File: src/twm_div.sv
`timescale 1ns / 1ps
// Pipelined restoring divider, one quotient bit per stage, with a tag that
// travels alongside. Standalone; no package use.
module twm_div #(
   parameter int DVD_W = 30,
   parameter int DVS_W = 16,
   parameter int QUO_W = 16,
   parameter int TAG_W = 1
) (
   input  logic             clock,
   input  logic             reset,
   input  logic             en,
   input  logic             in_valid,
   input  logic [DVD_W-1:0] in_dividend,
   input  logic [DVS_W-1:0] in_divisor,
   input  logic [TAG_W-1:0] in_tag,
   output logic             out_valid,
   output logic [QUO_W-1:0] out_quotient,
   output logic [TAG_W-1:0] out_tag
);

   localparam int W = (DVD_W > DVS_W + QUO_W) ? DVD_W : DVS_W + QUO_W;

   logic [QUO_W-1:0] vld_ff;
   logic [W-1:0]     rem_ff [QUO_W];
   logic [DVS_W-1:0] dvs_ff [QUO_W];
   logic [QUO_W-1:0] quo_ff [QUO_W];
   logic [TAG_W-1:0] tag_ff [QUO_W];

   for (genvar i = 0; i < QUO_W; i++) begin : g_stage
      logic             src_vld;
      logic [W-1:0]     src_rem;
      logic [DVS_W-1:0] src_dvs;
      logic [QUO_W-1:0] src_quo;
      logic [TAG_W-1:0] src_tag;
      logic [W-1:0]     shifted;
      logic             ge;
      logic [W-1:0]     rem_in;
      logic [QUO_W-1:0] quo_in;

      if (i == 0) begin : g_first
         assign src_vld = in_valid;
         assign src_rem = W'(in_dividend);
         assign src_dvs = in_divisor;
         assign src_quo = '0;
         assign src_tag = in_tag;
      end else begin : g_next
         assign src_vld = vld_ff[i-1];
         assign src_rem = rem_ff[i-1];
         assign src_dvs = dvs_ff[i-1];
         assign src_quo = quo_ff[i-1];
         assign src_tag = tag_ff[i-1];
      end

      assign shifted = W'(src_dvs) << (QUO_W - 1 - i);
      assign ge      = src_rem >= shifted;
      assign rem_in  = ge ? src_rem - shifted : src_rem;
      assign quo_in  = src_quo | (QUO_W'(ge) << (QUO_W - 1 - i));

      always_ff @(posedge clock) begin
         if (reset) begin
            vld_ff[i] <= 1'b0;
         end else if (en) begin
            vld_ff[i] <= src_vld;
         end
      end

      always_ff @(posedge clock) begin
         if (en) begin
            rem_ff[i] <= rem_in;
            dvs_ff[i] <= src_dvs;
            quo_ff[i] <= quo_in;
            tag_ff[i] <= src_tag;
         end
      end
   end

   assign out_valid    = vld_ff[QUO_W-1];
   assign out_quotient = quo_ff[QUO_W-1];
   assign out_tag      = tag_ff[QUO_W-1];

endmodule

File: config.mk
export PLATFORM = sky130hd
export DESIGN_NAME = twm_div
export DESIGN_NICKNAME = d
export VERILOG_FILES = /design/src/twm_div.sv
export SDC_FILE = /design/constraint.sdc
export NUM_CORES = 1
export LEC_CHECK = 0
export BUFFER_PORTS_ARGS = -buffer_cell sky130_fd_sc_hd__buf_2
export CORE_ASPECT_RATIO = 1.4
export CORE_UTILIZATION = 52
export DETAILED_ROUTE_END_ITERATION = 10
export PLACE_DENSITY_LB_ADDON = 0.08
export SYNTH_ARGS = -nofsm -noshare
export SYNTH_HDL_FRONTEND = slang
export SYNTH_SLANG_ARGS = --single-unit
File: constraint.sdc
create_clock -name clock -period 3.2 [get_ports clock]
set_input_delay 0.16 -clock clock [delete_from_list [all_inputs] [get_ports clock]]
set_output_delay 0.16 -clock clock [all_outputs]
set_load 0.02 [all_outputs]
==> impl_metrics.tcl <==
set metrics [dict create \
    wl_met1_um 27130 \
    syn_to_final_growth_pct 15.38 \
    drv_cap 0 \
    swShare_pct 32.77 \
    seqPwrFrac_pct 41.1 \
    async_flop_share_pct 0 \
    dr.pass1.iters 5 \
    drt_iter0_markers 1131 \
    max_freq_ghz 0.3215 \
    h-tree-depth 3 \
    design_area_um2 51920 \
    required_ns 3.61 \
    dieArea_um2 87730 \
    core_area_um2 85650 \
    pin_count 69 \
    setup_viol 0 \
    drtAntennaViolNets 0 \
    final_layout_size_suffix_gt1_share_pct 13.29 \
    top_layer_used "met4" \
    ys_types 93 \
    maxSlewViolCount 0 \
    ys_warn_count 0 \
    vias 28980 \
    route.detailed.drc 0 \
    port_buffers 68 \
    root_buffer "clkbuf_16" \
    clk_pin_slew_ns 0.06 \
    antenna_found_initial 1 \
    pwr-share-clk_pct 24.4 \
    start_util_pct 52.54 \
    whs_ns 0.2163 \
    peakVddDrop_mv 0.5500 \
    yosysMostFrequentCell "edfxtp_1" \
    grt_pass1_vias 30570 \
    crit_fanout 3 \
    clockBufferDepth 3 \
    power_density_nw_per_um2 805.5 \
    gp_congestion 0.9281 \
    synth_edf_count 872 \
    detail_route.wl_per_cell_um 18.11 \
    ys_seq_area_share_pct 58.90 \
    postPlaceCellArea_um2 48310 \
    syn-num-nets 4054 \
    grt_pass1_wl_um 147700 \
    syn_inst 3733 \
    status "finished clean" \
    start_kind "flip-flop" \
    min_period_ns 3.110 \
    gr-total-overflow 0 \
    pwr-share-comb_pct 34.5 \
    synth-seq-cells 888 \
    dp_hpwl_um 72450 \
    wl_met2_um 59850 \
    yosys.area.top_type_share_pct 58.19 \
    crit_arrival_ns 3.52 \
    grt_usage_pct 21.76 \
    dp.cells 5040 \
    clkSinkCount 888 \
    slew_headroom_pct 50.76 \
    rows 127 \
    nNetsFinal 4410 \
    yosys.area.top_type "edfxtp_1" \
    avgSynthCellArea_um2 12.05 \
    p_int_mw 28.11 \
    via_per_inst 5.521 \
    worstMarginPinSlew_ns 0.7385 \
    yosys_most_used_dff "edfxtp_1" \
    crit_path_end_kind "flip-flop" \
    min_path_type "primary input to flip-flop" \
    hold_viol 0 \
    die_w_um 250.6 \
    stdcell_count 5249 \
    cts_tree "yes" \
    fin_crit_sh_pct 97.20 \
    synth.area.top_cells "edfxtp_1, ha_1, a21oi_1" \
    die_h_um 350.1 \
    antenna_cells 0 \
    wl_met3_um 2304 \
    clock_latency_ns 0.67 \
    p_switching_mw 13.70 \
    clock_skew_ns 0.03613 \
    cts_made_buffers 87 \
    criticalPathCategory "flip-flop to flip-flop" \
    grt_max_degree 123 \
    postRouteWirelength_um 95040 \
    leakage_nw 20.24 \
    synth.cell_area_um2 45000 \
    synthTopCellsByCount "edfxtp_1, inv_1, a21oi_1, nor2_1, ha_1" \
]
metrics by stage:
step	setup TNS [ns]	setup WS [ns]	utilization [%]	power [mW]
after global placement	-0.3695	-0.1388	56.41	31.41
after CTS	-0.02033	-0.01404	60.37	41.99
final	0	0.08961	60.62	41.82
after global routing	-0.08617	-0.02904	60.62	44.32
after floorplan	0	0.2782	-	26.99
after detailed placement	-0.4336	-0.1559	56.41	31.62
power groups by stage:
stage	sequential (mW)	clock, mW	combinational (mW)
after floorplan	17.0	0	10.0
after global placement	17.4	0	14.0
after detailed placement	17.4	0	14.2
after CTS	17.2	10.5	14.4
after global routing	17.4	10.9	16.0
final	17.2	10.2	14.4
state kept, by name, summed over array words and instances, names as in the netlist:
signal / cells
rem_ff: 480
quo_ff: 136
dvs_ff: 240
g_stage.src_vld: 15
out_valid: 1
tag_ff: 16
worst max-delay path, stage by stage, from the launching register on:
cell,delay (ns)
edfxtp_1,0.36
inv_1,0.08
ha_1,0.18
inv_1,0.06
fa_1,0.41
a21oi_2,0.23
o21ai_1,0.14
a32oi_1,0.23
buf_4,0.15
a21oi_1,0.13
a21o_1,0.24
or4_1,0.41
nor3_2,0.14
xor2_1,0.08
placed cells by master (no fill, tap or decap), types with 51 or more instances in the layout:
cell type and count:
edfxtp_1 872, inv_1 333, nor2_1 283, a21oi_1 281, ha_1 255, nand2_1 218, buf_4 194, o21ai_0 177
xnor2_1 157, xor2_1 145, clkbuf_16 87, nor3_1 86, a21o_1 77, buf_2 68, dlygate4sd3_1 51
what timing repair did:
item                       in CTS  in global routing
gates cloned                    0                  1
hold endpoints to repair      105                  0
resized for setup               8                 42
hold buffers                   51                  0
setup buffers                   0                  4
pin swaps                       0                  7
setup endpoints to repair      14                107
cell type report:
cell class / count / area [µm²]
Fill cell: 6870 / 33730
Clock inverter: 44 / 575.6
Timing Repair Buffer: 337 / 2774
Multi-Input combinational cell: 2437 / 17140
Sequential cell: 888 / 26510
Tap cell: 1096 / 1371
Inverter: 338 / 1269
Clock buffer: 109 / 2280
final timing paths:
kind / end / slack (ns) / cells after the start / from
setup / recovery: rem_ff[0][221] / 0.09 / 13 / rem_ff[0][169]
hold / removal: rem_ff[0][6] / 0.22 / 2 / in_dividend[6]
hold reg to reg: quo_ff[6][11] / 0.42 / 0 / quo_ff[5][27]
setup reg to reg: rem_ff[0][221] / 0.09 / 13 / rem_ff[0][169]
logic make-up after synthesis:
group | count (synthesis) | share of synthesized area [%]
XOR/XNOR | 302 | 5.878
AND/OR/NAND/NOR | 980 | 10.90
AO/OA/AOI/OAI | 813 | 11.33
flip-flops | 888 | 58.90
buffers and inverters | 408 | 3.493
multiplexers | 72 | 1.735
adder cells (fa/ha/maj) | 270 | 7.758
routing by layer:
layer  track usage [%]  up-vias
li1                  -    14470
met1             15.38    13790
met2             49.58      456
met3             2.797      268
met4             13.32        0
met5                 0        -
Power figures use the tool's default switching activity.
