$ cat config.mk
export PLATFORM = sky130hd
export DESIGN_NAME = twm_front
export DESIGN_NICKNAME = d
export VERILOG_FILES = /design/src/twm_pkg.sv /design/src/twm_front.sv
export SDC_FILE = /design/constraint.sdc
export NUM_CORES = 1
export LEC_CHECK = 0
export BUFFER_PORTS_ARGS = -buffer_cell sky130_fd_sc_hd__buf_2
export CAP_MARGIN = 20
export CORE_MARGIN = 2
export CORE_UTILIZATION = 60
export DETAILED_ROUTE_END_ITERATION = 10
export PLACE_DENSITY = 0.81
export REMOVE_ABC_BUFFERS = 1
export SYNTH_ARGS = -nofsm -noshare
export SYNTH_HDL_FRONTEND = slang
export SYNTH_SLANG_ARGS = --single-unit
$ cat constraint.sdc
create_clock -name clock -period 9 [get_ports clock]
set_input_delay 0 -clock clock [delete_from_list [all_inputs] [get_ports clock]]
set_output_delay 0 -clock clock [all_outputs]
set_load 0.005 [all_outputs]
$ cat src/twm_pkg.sv
`timescale 1ns / 1ps
// Shared types and constants for the transition wipe mask generator.
// No dependencies; used by every module of the block except twm_div.
package twm_pkg;

   localparam int DUR_W      = 16;
   localparam int EXT_W      = 13;
   localparam int GRAY_W     = 8;
   localparam int MASK_W     = 8;
   localparam int MODE_W     = 3;
   localparam int DIR_W      = 2;
   localparam int CSR_IDX_W  = 3;
   localparam int CSR_DATA_W = 16;
   localparam int ID_W       = 12;
   localparam int OFS_W      = 6;
   localparam int MOD_W      = 5;
   localparam int DEN_W      = 14;
   localparam int EX_W       = 29;
   localparam int DVDA_W     = 30;
   localparam int DVDB_W     = 24;
   localparam int QUOA_W     = 16;
   localparam int QUOB_W     = 8;
   localparam int PROD_W     = 24;

   localparam logic [MASK_W-1:0] MASK_SHOW = 8'd255;
   localparam logic [MASK_W-1:0] MASK_HIDE = 8'd0;

   typedef enum logic [MODE_W-1:0] {
      MODE_BLINDS    = 3'd0,
      MODE_CURTAIN   = 3'd1,
      MODE_ROLL      = 3'd2,
      MODE_MASK_HARD = 3'd3,
      MODE_MASK_SOFT = 3'd4
   } mode_type;

   typedef enum logic [DIR_W-1:0] {
      DIR_LEFT   = 2'd0,
      DIR_RIGHT  = 2'd1,
      DIR_TOP    = 2'd2,
      DIR_BOTTOM = 2'd3
   } dir_type;

   typedef enum logic [CSR_IDX_W-1:0] {
      REG_MODE      = 3'd0,
      REG_DIRECTION = 3'd1,
      REG_DURATION  = 3'd2,
      REG_ELAPSED   = 3'd3,
      REG_WIDTH     = 3'd4,
      REG_HEIGHT    = 3'd5
   } csr_index_type;

   typedef struct packed {
      mode_type           mode;
      logic               far;
      logic               vert;
      logic [DUR_W-1:0]   d;
      logic [DUR_W-1:0]   e;
      logic [EXT_W-1:0]   x;
      logic [DUR_W-1:0]   step;
      logic [DEN_W-1:0]   den;
      logic [DUR_W-1:0]   tt;
      logic [EX_W-1:0]    ex;
   } cfg_type;

   typedef struct packed {
      logic               in_frame;
      logic [OFS_W-1:0]   o;
      logic [MOD_W-1:0]   m;
      logic [EXT_W-1:0]   p;
      logic [DUR_W-1:0]   t;
      logic [DVDB_W-1:0]  numer;
   } side_type;

   typedef struct packed {
      logic               need;
      logic [MASK_W-1:0]  vpre;
      logic [OFS_W-1:0]   o;
   } mid_type;

endpackage

$ cat src/twm_front.sv
`timescale 1ns / 1ps
// Front stages: coordinate select, block and period split, mask threshold,
// and operand select for the first divider. Depends on twm_pkg.
module twm_front #(
   parameter int COORD_BITS    = 12,
   parameter int BLIND_PERIOD  = 16,
   parameter int CURTAIN_BLOCK = 24
) (
   input  logic                          clock,
   input  logic                          reset,
   input  logic                          en,
   input  logic                          in_valid,
   input  logic [COORD_BITS-1:0]         pixel_x,
   input  logic [COORD_BITS-1:0]         pixel_y,
   input  logic [twm_pkg::GRAY_W-1:0]    mask_gray,
   input  twm_pkg::cfg_type              cfg,
   output logic                          out_valid,
   output logic [twm_pkg::DVDA_W-1:0]    out_dividend,
   output logic [twm_pkg::DUR_W-1:0]     out_divisor,
   output twm_pkg::side_type             out_side
);

   localparam int S_BLK   = twm_pkg::EXT_W + $clog2(CURTAIN_BLOCK);
   localparam int PBLK_W  = twm_pkg::EXT_W + S_BLK;
   localparam longint unsigned M_BLK =
      ((longint'(1) << S_BLK) + CURTAIN_BLOCK - 1) / CURTAIN_BLOCK;
   localparam int S_BP    = COORD_BITS + $clog2(BLIND_PERIOD);
   localparam int PBP_W   = COORD_BITS + S_BP;
   localparam longint unsigned M_BP =
      ((longint'(1) << S_BP) + BLIND_PERIOD - 1) / BLIND_PERIOD;
   localparam int S_255   = 32;
   localparam int P255_W  = twm_pkg::PROD_W + S_255 + 1;
   localparam longint unsigned M_255 = ((longint'(1) << S_255) + 254) / 255;
   localparam int CMP_W   = 17;

   logic v1_ff, v2_ff, v3_ff, v4_ff;

   logic [COORD_BITS-1:0]       px_ff, py_ff;
   logic [twm_pkg::GRAY_W-1:0]  g_ff;

   logic [COORD_BITS-1:0]       c_in;
   logic                        in_frame_in;
   logic [twm_pkg::EXT_W-1:0]   p_in;
   logic [PBLK_W-1:0]           pprod_in;
   logic [PBP_W-1:0]            cprod_in;
   logic [twm_pkg::PROD_W-1:0]  dg_in;

   logic [COORD_BITS-1:0]       c2_ff;
   logic                        in2_ff;
   logic [twm_pkg::EXT_W-1:0]   p2_ff;
   logic [PBLK_W-1:0]           pprod_ff;
   logic [PBP_W-1:0]            cprod_ff;
   logic [twm_pkg::PROD_W-1:0]  dg_ff;

   logic [twm_pkg::ID_W-1:0]    id_in;
   logic [COORD_BITS-1:0]       cq_in;
   logic [P255_W-1:0]           tprod_in;

   logic [COORD_BITS-1:0]       c3_ff;
   logic                        in3_ff;
   logic [twm_pkg::EXT_W-1:0]   p3_ff;
   logic [twm_pkg::ID_W-1:0]    id3_ff;
   logic [COORD_BITS-1:0]       cq3_ff;
   logic [P255_W-1:0]           tprod_ff;

   logic [twm_pkg::EXT_W-1:0]   o_full;
   logic [COORD_BITS-1:0]       m_full;
   logic [twm_pkg::MOD_W-1:0]   m_near;
   logic [twm_pkg::MOD_W-1:0]   m_in;
   logic [twm_pkg::DUR_W-1:0]   t_in;
   logic [twm_pkg::DUR_W-1:0]   te_in;
   logic [twm_pkg::DVDB_W-1:0]  numer_in;
   logic [twm_pkg::DVDA_W-1:0]  tid_in;

   twm_pkg::side_type           side4_ff;
   logic [twm_pkg::DVDA_W-1:0]  tid4_ff;

   // stage 1 -> 2
   always_comb begin
      c_in        = cfg.vert ? py_ff : px_ff;
      in_frame_in = CMP_W'(c_in) < CMP_W'(cfg.x);
      p_in        = cfg.far ? twm_pkg::EXT_W'(CMP_W'(cfg.x) - CMP_W'(1) - CMP_W'(c_in))
                            : twm_pkg::EXT_W'(c_in);
      pprod_in    = PBLK_W'(p_in) * PBLK_W'(M_BLK);
      cprod_in    = PBP_W'(c_in) * PBP_W'(M_BP);
      dg_in       = twm_pkg::PROD_W'(cfg.d) * twm_pkg::PROD_W'(g_ff);
   end

   // stage 2 -> 3
   always_comb begin
      id_in    = twm_pkg::ID_W'(pprod_ff >> S_BLK);
      cq_in    = COORD_BITS'(cprod_ff >> S_BP);
      tprod_in = P255_W'(dg_ff) * P255_W'(M_255);
   end

   // stage 3 -> 4
   always_comb begin
      o_full   = p3_ff - twm_pkg::EXT_W'(twm_pkg::EXT_W'(id3_ff)
                                        * twm_pkg::EXT_W'(CURTAIN_BLOCK));
      m_full   = c3_ff - COORD_BITS'(cq3_ff * COORD_BITS'(BLIND_PERIOD));
      m_near   = twm_pkg::MOD_W'(m_full);
      m_in     = cfg.far ? twm_pkg::MOD_W'(BLIND_PERIOD - 1) - m_near : m_near;
      t_in     = twm_pkg::DUR_W'(tprod_ff >> S_255);
      te_in    = t_in - cfg.e;
      numer_in = (twm_pkg::DVDB_W'(te_in) << 8) - twm_pkg::DVDB_W'(te_in);
      tid_in   = twm_pkg::DVDA_W'(cfg.tt) * twm_pkg::DVDA_W'(id3_ff);
   end

   always_ff @(posedge clock) begin
      if (reset) begin
         v1_ff <= 1'b0;
         v2_ff <= 1'b0;
         v3_ff <= 1'b0;
         v4_ff <= 1'b0;
      end else if (en) begin
         v1_ff <= in_valid;
         v2_ff <= v1_ff;
         v3_ff <= v2_ff;
         v4_ff <= v3_ff;
      end
   end

   always_ff @(posedge clock) begin
      if (en) begin
         px_ff             <= pixel_x;
         py_ff             <= pixel_y;
         g_ff              <= mask_gray;
         c2_ff             <= c_in;
         in2_ff            <= in_frame_in;
         p2_ff             <= p_in;
         pprod_ff          <= pprod_in;
         cprod_ff          <= cprod_in;
         dg_ff             <= dg_in;
         c3_ff             <= c2_ff;
         in3_ff            <= in2_ff;
         p3_ff             <= p2_ff;
         id3_ff            <= id_in;
         cq3_ff            <= cq_in;
         tprod_ff          <= tprod_in;
         side4_ff.in_frame <= in3_ff;
         side4_ff.o        <= twm_pkg::OFS_W'(o_full);
         side4_ff.m        <= m_in;
         side4_ff.p        <= p3_ff;
         side4_ff.t        <= t_in;
         side4_ff.numer    <= numer_in;
         tid4_ff           <= tid_in;
      end
   end

   always_comb begin
      case (cfg.mode)
         twm_pkg::MODE_BLINDS: begin
            out_dividend = twm_pkg::DVDA_W'(cfg.e);
            out_divisor  = cfg.step;
         end
         twm_pkg::MODE_ROLL: begin
            out_dividend = twm_pkg::DVDA_W'(cfg.ex);
            out_divisor  = cfg.d;
         end
         twm_pkg::MODE_CURTAIN: begin
            out_dividend = tid4_ff + twm_pkg::DVDA_W'(cfg.den) - twm_pkg::DVDA_W'(1);
            out_divisor  = twm_pkg::DUR_W'(cfg.den);
         end
         default: begin
            out_dividend = twm_pkg::DVDA_W'(cfg.e);
            out_divisor  = cfg.d;
         end
      endcase
   end

   assign out_valid = v4_ff;
   assign out_side  = side4_ff;

endmodule

==> metrics.txt <==
CTS tree done; Post-synth EDFFs 212; share of the synthesized area in the top cell type 0.245; Slew Limit Fails 0; Worst-Margin Slew 1.12 ns; PortBufs 271; final hold viol count 0; # IOs roughly 270; Initial Util 0.605; leading area contributor after synthesis edfxtp_1; largest net degree at the start of global routing 139; Max Cap Viol 0; die width 212 um; share of layout cells above drive strength 1 0.120; Starting DRT DRC Count 1328; area grow syn2layout 12.0%; clock buffer depth 3; NumNets Final 3743; gpl congestion 0.920; CP startpoint kind register; post-route ant nets 0; setup TNS 0 ns; post-synthesis instance area 25900 um2; initial antenna violation count 2; Wirelength per Cell 18.1 um; CP max FO 3; Worst-Skew Late Latency roughly 0.55 ns; CTS clock-pin slew for the worst setup and hold paths about 0.06 ns; first-pass GRT wire length 103 mm; Finished Layout Cells 3518; Vias/cell 5.59; final WL 63.5 mm; Avg Inst Size Synth between 9 and 10 um2; post-cts sizing count 0; Core Footprint 42900 um2; vias in the first global route 20800; DR vias 19700; die height 212 um; WP data required 9.28 ns; CP endpoint kind register; grt total ovfl 0; Yosys cell types approximately 80; #FFs+latches synth 216; root buffer cell clkbuf_16; Core Rows 76; DRC Markers 0; sequential fraction of the synthesis area 0.249; Arr. time, crit path 8.33 ns; H-tree Lvls 1; unrepaired setup endpoints after global routing false; status finished clean; TritonCTS Buffers 26; total track usage 0.290; postcts setup bufs 0; Setup Skew approximately 0.023 ns; final worst path period share 0.894; Tmin final 8.05 ns; Primary FF master, synth edfxtp_1; hold_buf cts 39; Crit Path Category register to register; Placed Cells between 3000 and 4000; max_slew headroom 0.255; die area roughly 45000 um2; asr flop ratio synth 0; Worst path slowest cell o311ai_0; HP Class primary input to register; Setup-failing EPs final 0; Synth warnings 0; final HPWL from detailed placement 50.4 mm; clk sink count ~220; cells after synthesis between 2000 and 3000; fmax approximately 0.12 GHz; Crit path largest cell delay 0.63 ns; top cells by area, synth edfxtp_1 25%, ha_1 20%, fa_1 19%; number of iterations in the first detailed-routing pass 5; most used cell, CP inv_1
==> logic make-up after synthesis <==
logic type                 count (synthesis)  share of synthesized area
adders and majority gates                670                      0.395
other                                      1                   0.000145
and+or+nand+nor                          600                      0.114
DFF                                      216                      0.249
xor gates and xnor gates                 122                     0.0412
AOI/OAI and AO/OA                        392                      0.100
muxes                                     37                     0.0146
buffers and inverters                    593                     0.0867
==> cell type report <==
type | instances | area [um2]
clock inverter | 17 | 150
timing repair buffer | 316 | 1800
inverter | 530 | 1990
tap | 585 | 732
antenna | 1 | 2.50
sequential | 216 | 6450
clock buffer | 31 | 691
fill | 3238 | 13800
multi-input combinational | 1822 | 17300
==> layer usage <==
layer	global-route usage	wire length [um]	share of wire	vias up
li1	-	-	-	9268
met1	0.361	26000	0.41	9523
met2	0.510	31000	0.49	713
met3	0.0390	3850	0.061	160
met4	0.116	2670	0.042	0
met5	0	0	0	-
==> flip-flops by register name (all words and copies together), names as in the netlist <==
signal	flops
v3_ff	1
c3_ff	4
out_side	61
v2_ff	1
pprod_ff	9
p2_ff	13
tprod_ff	16
in2_ff	1
dg_ff	24
py_ff	12
tid4_ff	25
v1_ff	1
in3_ff	1
px_ff	12
g_ff	8
out_valid	1
p3_ff	13
id3_ff	9
cprod_ff	4
==> Yosys cell counts (38+ instances only) <==
cell type  count
o21ai_0       75
a21oi_1      103
ha_1         423
edfxtp_1     212
inv_1        530
fa_1         247
a21o_1        38
nand2_1      206
and2_1       137
xnor2_1       87
nor2_1       109
clkbuf_1      52
==> worst max-delay path: cells and delay by family (launching register included) <==
family | cells | cell delay [ns]
muxes | 2 | 0.58
buffers and inverters | 5 | 0.33
AOI/OAI and AO/OA | 10 | 2.54
and+or+nand+nor | 4 | 0.59
adders and majority gates | 8 | 3.33
xor gates and xnor gates | 1 | 0.09
DFF | 1 | 0.33
==> through the flow <==
step	util	setup WS [ns]	area, um2	hold slack, ns
2_1_floorplan	-	1.97	25700	0.0724
3_3_place_gp	0.649	1.29	27800	0.177
3_5_place_dp	0.649	1.07	27800	0.178
4_1_cts	0.678	1.10	29100	0.00736
5_1_grt	0.678	0.443	29100	0.0254
6_report	0.678	0.953	29100	0.0284
==> worst paths after layout <==
check / startpoint / endpoint / slack (ns) / cells past startpoint
worst max-delay path: px_ff[0]$_DFFE_PP_ / pprod_ff[25]$_DFFE_PP_ / 0.95 / 30
worst min register to register: pprod_ff[25]$_DFFE_PP_ / id3_ff[7]$_DFFE_PP_ / 0.41 / 0
worst max register to register: px_ff[0]$_DFFE_PP_ / pprod_ff[25]$_DFFE_PP_ / 0.95 / 30
worst min-delay path: cfg[88] / out_side[1]$_DFFE_PP_ / 0.03 / 3
==> cell usage in the layout, fill, tap and decap left out, drive strengths merged, types with 38 or more instances in the layout <==
master | synthesis | final
fa | 247 | 247
ha | 423 | 423
dlygate4sd3 | 0 | 39
a21o | 38 | 38
a21oi | 106 | 106
xnor2 | 87 | 87
buf | 11 | 277
o21ai | 80 | 80
inv | 530 | 531
edfxtp | 212 | 212
and2 | 138 | 138
nand2 | 206 | 206
nor2 | 110 | 110
Power is left out: the tool's default activity adds up to more than one toggle a clock period on the data nets, which glitch-free logic cannot reach.
